===== config.mk =====
export PLATFORM = sky130hd
export DESIGN_NAME = rchs_ram
export DESIGN_NICKNAME = d
export VERILOG_FILES = /design/src/design/rchs_ram.sv
export SDC_FILE = /design/constraint.sdc
export NUM_CORES = 1
export LEC_CHECK = 0
export ABC_CLOCK_PERIOD_IN_PS = 2370
export BUFFER_PORTS_ARGS = -buffer_cell sky130_fd_sc_hd__buf_4
export CORE_MARGIN = 3
export CORE_UTILIZATION = 60
export CTS_CLUSTER_DIAMETER = 200
export DETAILED_ROUTE_END_ITERATION = 8
export PLACE_DENSITY_LB_ADDON = 0.2
export SYNTH_ARGS = -nofsm -noshare
export SYNTH_HDL_FRONTEND = slang
export SYNTH_SLANG_ARGS = --single-unit

===== constraint.sdc =====
create_clock -name i_clk -period 2.37 [get_ports i_clk]
set_clock_uncertainty 0.15 [all_clocks]
set_input_delay 0.474 -clock i_clk [delete_from_list [all_inputs] [get_ports i_clk]]
set_output_delay 0.474 -clock i_clk [all_outputs]
set_load 0.02 [all_outputs]

===== src/design/rchs_ram.sv =====
// Generic synchronous RAM with one write port and two registered read ports.
`timescale 1ns / 1ps

module rchs_ram #(
    parameter int W     = 8,
    parameter int DEPTH = 16,
    localparam int AW   = $clog2(DEPTH)
) (
    input  logic          i_clk,
    input  logic          i_we,
    input  logic [AW-1:0] i_waddr,
    input  logic [W-1:0]  i_wdata,
    input  logic [AW-1:0] i_raddr_a,
    output logic [W-1:0]  o_rdata_a,
    input  logic [AW-1:0] i_raddr_b,
    output logic [W-1:0]  o_rdata_b
);

    logic [W-1:0] r_mem [0:DEPTH-1];
    logic [W-1:0] r_rdata_a;
    logic [W-1:0] r_rdata_b;

    always_ff @(posedge i_clk) begin
        if (i_we) begin
            r_mem[i_waddr] <= i_wdata;
        end
        r_rdata_a <= r_mem[i_raddr_a];
        r_rdata_b <= r_mem[i_raddr_b];
    end

    assign o_rdata_a = r_rdata_a;
    assign o_rdata_b = r_rdata_b;

endmodule


==> flow_summary.yaml <==
yosys:
  seq_area_frac_synth_pct: 65.62
  synth_edf_count: 128
  synthCells: 307
  synth_area_um2: 6346
  ys.flop_type: "edfxtp_1"
  ys_warn_count: 0
  ys_types: 20
  syn_area_per_cell_um2: 20.67
  async_reset_ff_share_pct: 0
  syn_nets: 329
  yosys_register_bits: 144
critical_path:
  path_cells: "buf_4"
  cp_max_fo: 1
  crit_start: "o_rdata_a[3]$_DFF_P_"
  r2r_start: "r_mem[9][5]$_DFFE_PP_"
  cp.buffers_inverters: 1
  r2r_slack_ns: 0.71
  slowest_stage: "dfxtp_1"
  critPathTopFamily: "flip-flops"
  r2r_end: "o_rdata_b[5]$_DFF_P_"
  worstSetupPathType: "reg2out"
  end_kind: "output pin"
  max_stage_delay_ns: 0.41
  worstPathRequired_ns: 1.75
  arrival_ns: 1.11
  r2r_cells: 3
  cp-start-kind: "flip-flop"
timing:
  rsz0062_at_grt: "false"
  hold_ws_ns: 0.1050
  setup_viol: 0
  final_hold_viol_count: 0
  min_period_ns: 1.731
  tightest_slew_ns: 0.5566
  layout_setup_ws_ns: 0.6388
  slew_viol_final: 0
  fmax_mhz: 577.6
  tns_ns: 0
  finalCritPeriodShare_pct: 73.05
  maxSlewHeadroom_pct: 62.76
final_layout:
  layout-drive-gt1-share_pct: 35.04
  area_growth_syn_to_layout_pct: 18.53
  antenna_cells: 0
  nets: 400
  final_common_cell: "edfxtp_1"
  final_cell_mix: "128 x edfxtp_1, 68 x buf_4, 34 x mux4_2, 32 x a22oi_1, 28 x mux4_1"
detailed_routing:
  ant_nets: 0
  vias: 3582
  avgViaCountPerCell: 6.836
  wl_per_cell_um: 27.98
  routed_wl_mm: 14.66
  drc: 0
  drt_first_pass_iters: 5
  drtIter0Drc: 373
cts:
  clock_sinks: 144
  htreeDepth: 4
  postCtsHoldBufs: 0
  post_cts_resized: 0
  cts-buffers-inserted: 17
  clkTransAtPathRegs_ns: 0.06
  clock-root-buffer: "clkbuf_8"
  cts_tree: "done"
  clock_latency_ns: 0.53
  post_cts_buffers: 0
  cts_buffer_depth: 2
global_routing:
  grt_max_degree: 33
  grt_use_total_pct: 26.93
  antenna_found_initial: 0
  grt-ovfl-total: 0
  grt_pass1_wl_mm: 21.96
  grt_pass1_vias: 3610
placement:
  io_buffers: 37
  dp_slack_ns: 0.1953
  routabilityCongestion: 0.8732
  place_hpwl_mm: 9.572
power:
  p_leak_nw: 2.660
  powerDensity_nw_per_um2: 801.1
  ir_drop_mv: 0.5416
job:
  drv_cap: 0
die:
  core-area_um2: 10040
  start_util_pct: 63.18
  die_w_um: 108.8
  die_y_um: 108.8
  die_area_um2: 11850
  ios: 38
  num_rows: 36
min_path:
  min_from: "i_wdata[7]"
  hold_depth: 1
  hold_end: "r_mem[5][7]$_DFFE_PP_"
  min_path_type: "in2reg"
outcome:
  outcome: "complete, no violations"
cell families (layout without fill, tap and decap cells):
group                  Yosys count  in the layout  share of synthesized area, %
muxes                           64             64                         24.45
AOI/OAI and AO/OA               32             32                         3.785
DFF                            144            144                         65.62
and+or+nand+nor                 47             47                         3.430
buffers and inverters           20            104                         2.721
sequential cells by signal, indices dropped and copies added, names as in the netlist:
signal,cells
o_rdata_a,8
o_rdata_b,8
r_mem,128
area by class of cell:
type                            instances  area (um2)
Tap cell                              133       166.4
Timing Repair Buffer                   72       590.6
Sequential cell                       144        4164
Clock buffer                           23       456.7
Clock inverter                          9       135.1
Fill cell                             560        2522
Multi-Input combinational cell        143        2009
Yosys cell counts, types with 4 or more instances:
cell type | n | area, um2
buf_6 | 6 | 67.56
nor2_1 | 14 | 52.55
nor3_1 | 4 | 20.02
mux4_1 | 28 | 735.7
buf_2 | 6 | 30.03
dfxtp_1 | 16 | 320.3
edfxtp_1 | 128 | 3844
nand2_1 | 17 | 63.81
a22oi_1 | 32 | 240.2
mux4_2 | 34 | 765.7
clkdlybuf4s25_2 | 6 | 60.06
worst reg2reg max path: cells and delay by family (launching register included):
| family | cells | cell delay (ns) |
|---|---|---|
| muxes | 1 | 0.52 |
| DFF | 1 | 0.38 |
| AOI/OAI and AO/OA | 1 | 0.32 |
| and+or+nand+nor | 1 | 0.15 |
where the power goes:
part / internal (W) / switching [W]
sequential: 0.00284 / 0.0000350
combinational: 0.000238 / 0.000265
clock: 0.00166 / 0.000986
total: 0.00474 / 0.00129
routing by layer:
layer | routed length [um] | vias up | share of wire (%) | track usage, %
met5 | 0 | - | 0 | 0
met4 | 298 | 0 | 2.0 | 8.656
met3 | 1279 | 27 | 8.7 | 6.394
met2 | 7341 | 237 | 50 | 42.54
met1 | 5741 | 1835 | 39 | 37.94
li1 | - | 1483 | - | -
stage by stage:
stage               utilization [%]  cell area [um2]  std cells  total power, W
floorplan                         -             6346        307        0.003211
global placement              69.00             6930        492        0.003413
detailed placement            69.00             6930        492        0.003427
CTS                           74.89             7522        524        0.006046
global route                  74.89             7522        524        0.006199
finish                        74.89             7522        524        0.006026
worst max-delay path by stage:
stage	endpoint	slack, ns	cells past startpoint
2_1_floorplan	r_mem[0][0]$_DFFE_PP_	0.25	2
3_3_place_gp	o_rdata_a[3]$_DFF_P_	0.19	6
3_5_place_dp	o_rdata_a[3]$_DFF_P_	0.20	6
4_1_cts	o_rdata_a[3]	0.63	1
5_1_grt	o_rdata_a[3]	0.62	1
6_report	o_rdata_a[3]	0.64	1
(Power assumes the default switching activity.)
