## config.mk

```make
export PLATFORM = sky130hd
export DESIGN_NAME = rchs_div
export DESIGN_NICKNAME = d
export VERILOG_FILES = /design/src/design/rchs_div.sv
export SDC_FILE = /design/constraint.sdc
export NUM_CORES = 1
export LEC_CHECK = 0
export BUFFER_PORTS_ARGS = -buffer_cell sky130_fd_sc_hd__buf_4
export CAP_MARGIN = 15
export CORE_UTILIZATION = 51
export CTS_CLUSTER_SIZE = 25
export DETAILED_ROUTE_END_ITERATION = 16
export GPL_TIMING_DRIVEN = 1
export PLACE_DENSITY_LB_ADDON = 0.25
export SLEW_MARGIN = 20
export SYNTH_ARGS = -nofsm -noshare
export SYNTH_HDL_FRONTEND = slang
export SYNTH_SLANG_ARGS = --single-unit
```

## constraint.sdc

```tcl
create_clock -name i_clk -period 2.8 [get_ports i_clk]
set_input_delay 0.14 -clock i_clk [delete_from_list [all_inputs] [get_ports i_clk]]
set_output_delay 0.14 -clock i_clk [all_outputs]
set_load 0.03 [all_outputs]
```

## src/design/rchs_div.sv

```systemverilog
// Restoring divider that produces one quotient bit per cycle.
`timescale 1ns / 1ps

module rchs_div #(
    parameter int NW = 60,
    parameter int DW = 31
) (
    input  logic          i_clk,
    input  logic          i_rst_n,
    input  logic          i_start,
    input  logic [NW-1:0] i_num,
    input  logic [DW-1:0] i_den,
    output logic          o_done,
    output logic [NW-1:0] o_quo
);

    localparam int KW = $clog2(NW + 1);

    logic          r_busy;
    logic          r_done;
    logic [KW-1:0] r_cnt;
    logic [NW-1:0] r_num;
    logic [NW-1:0] r_quo;
    logic [DW-1:0] r_den;
    logic [DW-1:0] r_rem;
    logic [DW:0]   trial;
    logic          qbit;
    logic [DW:0]   diff;

    assign trial = {r_rem, r_num[NW-1]};
    assign qbit  = (trial >= {1'b0, r_den});
    assign diff  = trial - {1'b0, r_den};

    always_ff @(posedge i_clk) begin
        if (!i_rst_n) begin
            r_busy <= 1'b0;
            r_done <= 1'b0;
            r_cnt  <= '0;
        end else begin
            r_done <= 1'b0;
            if (i_start) begin
                r_busy <= 1'b1;
                r_cnt  <= '0;
            end else if (r_busy) begin
                r_cnt <= r_cnt + 1'b1;
                if (r_cnt == KW'(NW - 1)) begin
                    r_busy <= 1'b0;
                    r_done <= 1'b1;
                end
            end
        end
    end

    always_ff @(posedge i_clk) begin
        if (i_start) begin
            r_num <= i_num;
            r_den <= i_den;
            r_rem <= '0;
            r_quo <= '0;
        end else if (r_busy) begin
            r_num <= {r_num[NW-2:0], 1'b0};
            r_quo <= {r_quo[NW-2:0], qbit};
            r_rem <= qbit ? diff[DW-1:0] : trial[DW-1:0];
        end
    end

    assign o_done = r_done;
    assign o_quo  = r_quo;

`ifndef ASSERT_OFF
    a_start_idle : assert property (@(posedge i_clk) disable iff (!i_rst_n)
        i_start |-> !r_busy) else $error("divider started while busy");
    a_done_after_busy : assert property (@(posedge i_clk) disable iff (!i_rst_n)
        r_done |-> $past(r_busy)) else $error("divider done without work");
`endif

endmodule
```

==> impl_metrics.yaml, run 1 <==
floorplanning:
  start_util_pct: 52.74
  dieHeight_microns: 136.2
  core_sq_um: 17420
  pin_count: 155
  rows: 48
  dieArea_sq_um: 18550
  die_w_microns: 136.2
sta:
  period_minus_slack_ps: 2790
  report.final.setup_viol: 0
  rsz0062_at_grt: "true"
  drv_slew: 0
  hold_viol: 0
  slew-limit-headroom_pct: 53.13
  clock.fmax_mhz: 358.4
  skew_ps: 10.91
  worstMarginPinSlew_ps: 703.1
  min_period_over_period_pct: 99.65
pwr:
  powerDensity_nw_per_um2: 566.1
  power_uw: 7015
  ir_drop_uv: 485.8
  power_leakage_uw: 0.005237
yosys:
  ys_seq_area_share_pct: 51.32
  synth_fp_nets: 970
  synth_top_family_by_area: "multiplexers"
  synth_top_area_share_pct: 29.75
  yosys.area_share.simple_pct: 10.41
  synth_ff_type: "dfxtp_1"
  synth_seq_cells: 190
  syn_inst: 843
  synth.cell_area_sq_um: 9186
  synth_most_common_cell: "nor2_1"
  synth_area_per_cell_sq_um: 10.90
  netlist_top_cells_area: "edfxtp_1 (30%), dfxtp_1 (22%), mux2i_1 (7.7%)"
  yosysTopAreaCell: "edfxtp_1"
  ys_types: 62
  synth_common_cells: "nor2_1 (122), dfxtp_1 (99), edfxtp_1 (91), mux2i_1 (71), mux2_2 (61)"
  yosys.area_share.adder_pct: 4.576
  synth-edff-count: 91
  yosys-mux-area-fraction_pct: 15.21
  synth_compound_area_share_pct: 11.71
  synth_xor_area_share_pct: 2.574
  async_flop_share_pct: 0
  ys_warn_count: 0
critical_path:
  critPathArrivalTime_ps: 3100
  required_ps: 3110
  critPathKind: "reg2reg"
  worst-path-max-fanout: 6
  start_kind: "flip-flop"
  end_kind: "flip-flop"
clock_network:
  cts_max_path_buffers: 2
  cts_tree: "yes"
  clkSlewWorstSetupHoldPaths_ps: 80
  cts_buffers: 17
  cts_max_level: 4
  cts-root-buf: "clkbuf_16"
  clock_latency_ps: 430
  cts.sinks: 190
drt:
  vias: 7129
  firstDrtPassIters: 7
  wirelength_microns: 21180
  viasPerCell: 5.368
  drc: 0
  drt_iter0_markers: 361
  wl_per_cell_microns: 15.95
  detail-route-antenna-nets: 0
placement:
  hpwl_microns: 13570
  placement.io_buffers: 154
  dp.cells: 1212
  globalplace.congestion: 0.8736
finish:
  area_growth_pct: 34.90
  nets: 1217
  fill_cells: 1296
  final_cells: 1328
  num_antenna_cells: 0
  drive_above_1_share_pct: 30.01
job:
  maxCapViolations: 0
global_routing:
  grt_pass1_vias: 6994
  grt_max_degree: 69
  grt_remaining_overflow: 0
  grt.total_usage_pct: 23.14
  grt_first_pass_wirelength_microns: 33750
  antenna_found_initial: 0
min_path:
  hold_path.class: "in2reg"
outcome:
  status: "complete, no violations"
==> metrics by stage <==
| stage | worst slack, ps | cell area (sq um) | util (%) | setup TNS, ps | hold slack (ps) |
|---|---|---|---|---|---|
| finish | 9.910 | 12390 | 71.15 | 0 | 13.23 |
| global route | -100.5 | 12390 | 71.15 | -931.5 | 0.2109 |
| CTS | 9.115 | 12110 | 69.53 | 0 | 0.05201 |
| detailed placement | -41.51 | 10760 | 61.76 | -41.51 | 319.6 |
| global placement | 77.48 | 10760 | 61.76 | 0 | 318.8 |
| floorplan | 119.3 | 9186 | - | 0 | 238.9 |
==> repair_timing <==
item	in CTS	in global routing
buffers inserted	0	8
hold buffers	71	5
gates resized for setup	2	34
endpoints found under the setup margin	3	27
endpoints found under the hold margin	72	5
pin swaps	0	12
==> where the power goes <==
group          switching (uW)  internal (uW)  total (uW)
clock                    1170           1390        2570
sequential               82.0           3100        3180
combinational             612            654        1270
total                    1870           5150        7020
==> layout make-up <==
cell class / count / area (sq um) / area share [%]
flip-flops and latches: 190 / 4718 / 38.08
multi-input cells: 561 / 4233 / 34.16
repair buffers: 282 / 2380 / 19.20
clock buffers: 19 / 475.5 / 3.837
well taps: 225 / 281.5 / 2.272
clock inverters: 13 / 161.4 / 1.303
inverters: 38 / 142.6 / 1.151
==> registers in the layout, indices dropped and copies added (netlist names) <==
name / flops
o_done: 1
o_quo: 60
r_busy: 1
r_cnt: 6
r_den: 31
r_num: 60
r_rem: 31
==> per-layer routing <==
metal	track usage (%)	part of all wire, %	vias up
li1	-	-	3549
met1	28.73	44	3420
met2	39.17	50	144
met3	6.525	4.8	16
met4	6.296	1.0	0
met5	0	0	-
==> logic make-up (layout without fill, tap and decap cells) <==
logic type	count (synthesis)	count (layout)
xor gates and xnor gates	27	27
DFF	190	190
muxes	132	132
and+or+nand+nor	214	214
adders and majority gates	33	33
buffers and inverters	92	352
AOI/OAI and AO/OA	155	155
==> layout by cell type (no fill, tap or decap), types with 5 or more instances in the layout <==
master / synthesis / final
nand4_1: 10 / 10
o21ai_0: 24 / 23
nor2b_1: 8 / 7
mux2i_1: 71 / 70
a21o_1: 9 / 9
buf_4: 4 / 198
xor2_1: 12 / 12
nand3_1: 8 / 7
clkbuf_16: 0 / 19
inv_1: 38 / 36
nand2b_1: 6 / 6
a32oi_1: 5 / 5
mux2_2: 61 / 59
edfxtp_1: 91 / 91
nand2_1: 29 / 29
nor3_1: 9 / 9
o31a_1: 8 / 8
dfxtp_1: 99 / 98
nor2_1: 122 / 121
a31oi_1: 6 / 5
ha_1: 32 / 28
a211oi_1: 24 / 21
a21oi_1: 34 / 33
o21a_1: 9 / 9
dlygate4sd3_1: 0 / 76
xnor2_1: 15 / 15
==> worst max-delay path: stages (launching register included) <==
cell,delay [ps]
edfxtp_1,390
inv_1,70
ha_2,180
fa_2,200
nor2b_2,50
o31a_1,360
o31a_1,290
o41a_1,460
a21o_1,200
a211oi_2,230
xnor2_1,160
o21ai_1,80
==> final timing paths <==
path | startpoint | end | slack [ps] | depth (start not counted)
setup reg to reg | r_num[59] | r_rem[30] | 10 | 11
hold reg to reg | r_cnt[5] | r_cnt[5] | 490 | 2
hold / removal | i_num[28] | r_num[28] | 10 | 2
setup / recovery | r_num[59] | r_rem[30] | 10 | 11
Note: power is estimated with default switching activity, not from simulation.
==> run 2: changes to the inputs <==
BUFFER_PORTS_ARGS = -buffer_cell sky130_fd_sc_hd__buf_2   (was -buffer_cell sky130_fd_sc_hd__buf_4)
==> run 2 against run 1 <==
Total power shrank 1.9%. Sequential share of layout area grew 1.4 points. Sequential power is essentially flat. Worst setup slack gained 44 ps. Cell area shrank 3.6%. Wire length shrank 0.33%. Combinational power shrank 4%. Hold slack lost 4.3 ps. Largest power group unchanged.
==> impl_metrics.yaml, run 2 (synthesis results as in run 1) <==
sta:
  skew_ps: 14.49
  min_period_over_period_pct: 98.09
  clock.fmax_mhz: 364.1
  finalWorstSetupSlack_ps: 53.50
  slew-limit-headroom_pct: 36.06
  rsz0062_at_grt: "true"
  hold_viol: 0
  report.final.setup_viol: 0
  period_minus_slack_ps: 2746
  worstMarginPinSlew_ps: 959.1
  drv_slew: 0
finish:
  area_growth_pct: 30.06
  layout_commonest_cell: "buf_2"
  nets: 1217
  design_area_sq_um: 11950
  final_cell_mix: "buf_2 (154), nor2_1 (122), dfxtp_1 (98)"
  drive_above_1_share_pct: 29.10
  final_cells: 1328
  fill_cells: 1343
  num_antenna_cells: 0
pwr:
  p_seq_share_pct: 46.2
  p_int_uw: 4974
  pwr-share-clk_pct: 36.1
  powerDensity_nw_per_um2: 575.9
  power_uw: 6881
  p_sw_uw: 1906
  ir_drop_uv: 459.6
  power_switching_share_pct: 27.71
  combPwrFrac_pct: 17.7
  power_leakage_uw: 0.005157
placement:
  dp.cells: 1210
  globalplace.congestion: 0.8734
  pre_cts_ws_ps: -57.96
  hpwl_microns: 13430
  place_area_sq_um: 10350
  placement.io_buffers: 154
global_routing:
  grt_max_degree: 105
  grt.total_usage_pct: 22.97
  grt_remaining_overflow: 0
  grt_first_pass_wirelength_microns: 33480
  grt_pass1_vias: 7046
  antenna_found_initial: 0
critical_path:
  reg2regPathDepth: 11
  critPathArrivalTime_ps: 3040
  worst-path-max-fanout: 5
  required_ps: 3090
  critPathKind: "reg2reg"
  r2r_start: "r_den[2]"
  start_kind: "flip-flop"
  reg2reg_to: "r_rem[20]"
  end_kind: "flip-flop"
  ff2ff_setup_slack_ps: 50
min_path:
  hold_path.class: "in2reg"
  min_from: "i_num[44]"
  worstHoldEndpoint: "r_num[44]"
  hold_depth: 2
floorplanning:
  pin_count: 155
  dieHeight_microns: 136.2
  start_util_pct: 52.74
  core_sq_um: 17420
  rows: 48
  die_w_microns: 136.2
  dieArea_sq_um: 18550
clock_network:
  clock_latency_ps: 440
  clkSlewWorstSetupHoldPaths_ps: 80
  cts_tree: "yes"
  cts.sinks: 190
  cts_buffers: 17
  cts_max_path_buffers: 2
  cts_max_level: 4
  cts-root-buf: "clkbuf_16"
outcome:
  status: "complete, no violations"
drt:
  viasPerCell: 5.316
  vias: 7059
  detail-route-antenna-nets: 0
  drt_iter0_markers: 404
  drc: 0
  wirelength_microns: 21110
  firstDrtPassIters: 6
  wl_per_cell_microns: 15.90
job:
  maxCapViolations: 0
-- run 2: repair_timing --
item | CTS | global route
resized for setup | 2 | 28
hold buffers | 78 | 2
endpoints found under the setup margin | 1 | 27
pin swaps | 0 | 12
cloned | 0 | 1
setup buffers | 0 | 5
endpoints found under the hold margin | 79 | 2
-- run 2: final cells by class --
class / count / area, sq um / share of cell area (%)
Inverter: 38 / 142.6 / 1.194
Clock buffer: 19 / 454.2 / 3.801
Sequential cell: 190 / 4718 / 39.49
Clock inverter: 13 / 166.4 / 1.393
Multi-Input combinational cell: 561 / 4189 / 35.06
Timing Repair Buffer: 282 / 1996 / 16.70
Tap cell: 225 / 281.5 / 2.356
-- run 2: worst max path at each step --
stage,cells past startpoint,slack (ps),to,start
2_1_floorplan,12,120,r_rem[5],r_den[20]
3_3_place_gp,11,80,r_rem[20],r_den[2]
3_5_place_dp,10,-60,r_rem[29],r_den[1]
4_1_cts,10,30,r_rem[23],r_den[20]
5_1_grt,11,-80,r_rem[5],r_den[20]
6_report,11,50,r_rem[20],r_den[2]
-- run 2: per-stage QoR --
step                setup TNS, ps  hold WS (ps)  util, %
floorplan                       0         238.9        -
global placement                0         317.3    59.40
detailed placement         -57.96         318.3    59.40
CTS                             0        0.2767    67.49
global route               -577.0      -0.09093    68.60
finish                          0         8.948    68.60
-- run 2: routing by layer --
metal	track usage (%)	wire length, microns	up-vias
met2	38.64	10450	165
met4	7.284	391	0
li1	-	-	3540
met1	28.37	9307	3321
met5	0	0	-
met3	6.413	967	33
-- run 2: power by group through the flow --
stage,registers (uW),logic (uW),clock network [uW]
after floorplan,3210,757,0
after global placement,3230,1040,0
after detailed placement,3240,1050,0
after CTS,3180,1150,2530
after global routing,3200,1330,2640
final,3180,1220,2490
-- run 2: worst max-delay path: stages, from the launching register on --
cell and delay [ps]:
edfxtp_1 370, inv_1 90, ha_1 280, nor2b_1 160, o31a_1 330, o31a_1 270
o41a_1 420, buf_6 150, o21ai_2 100, nand2b_1 70, xnor2_1 210, o221ai_1 140
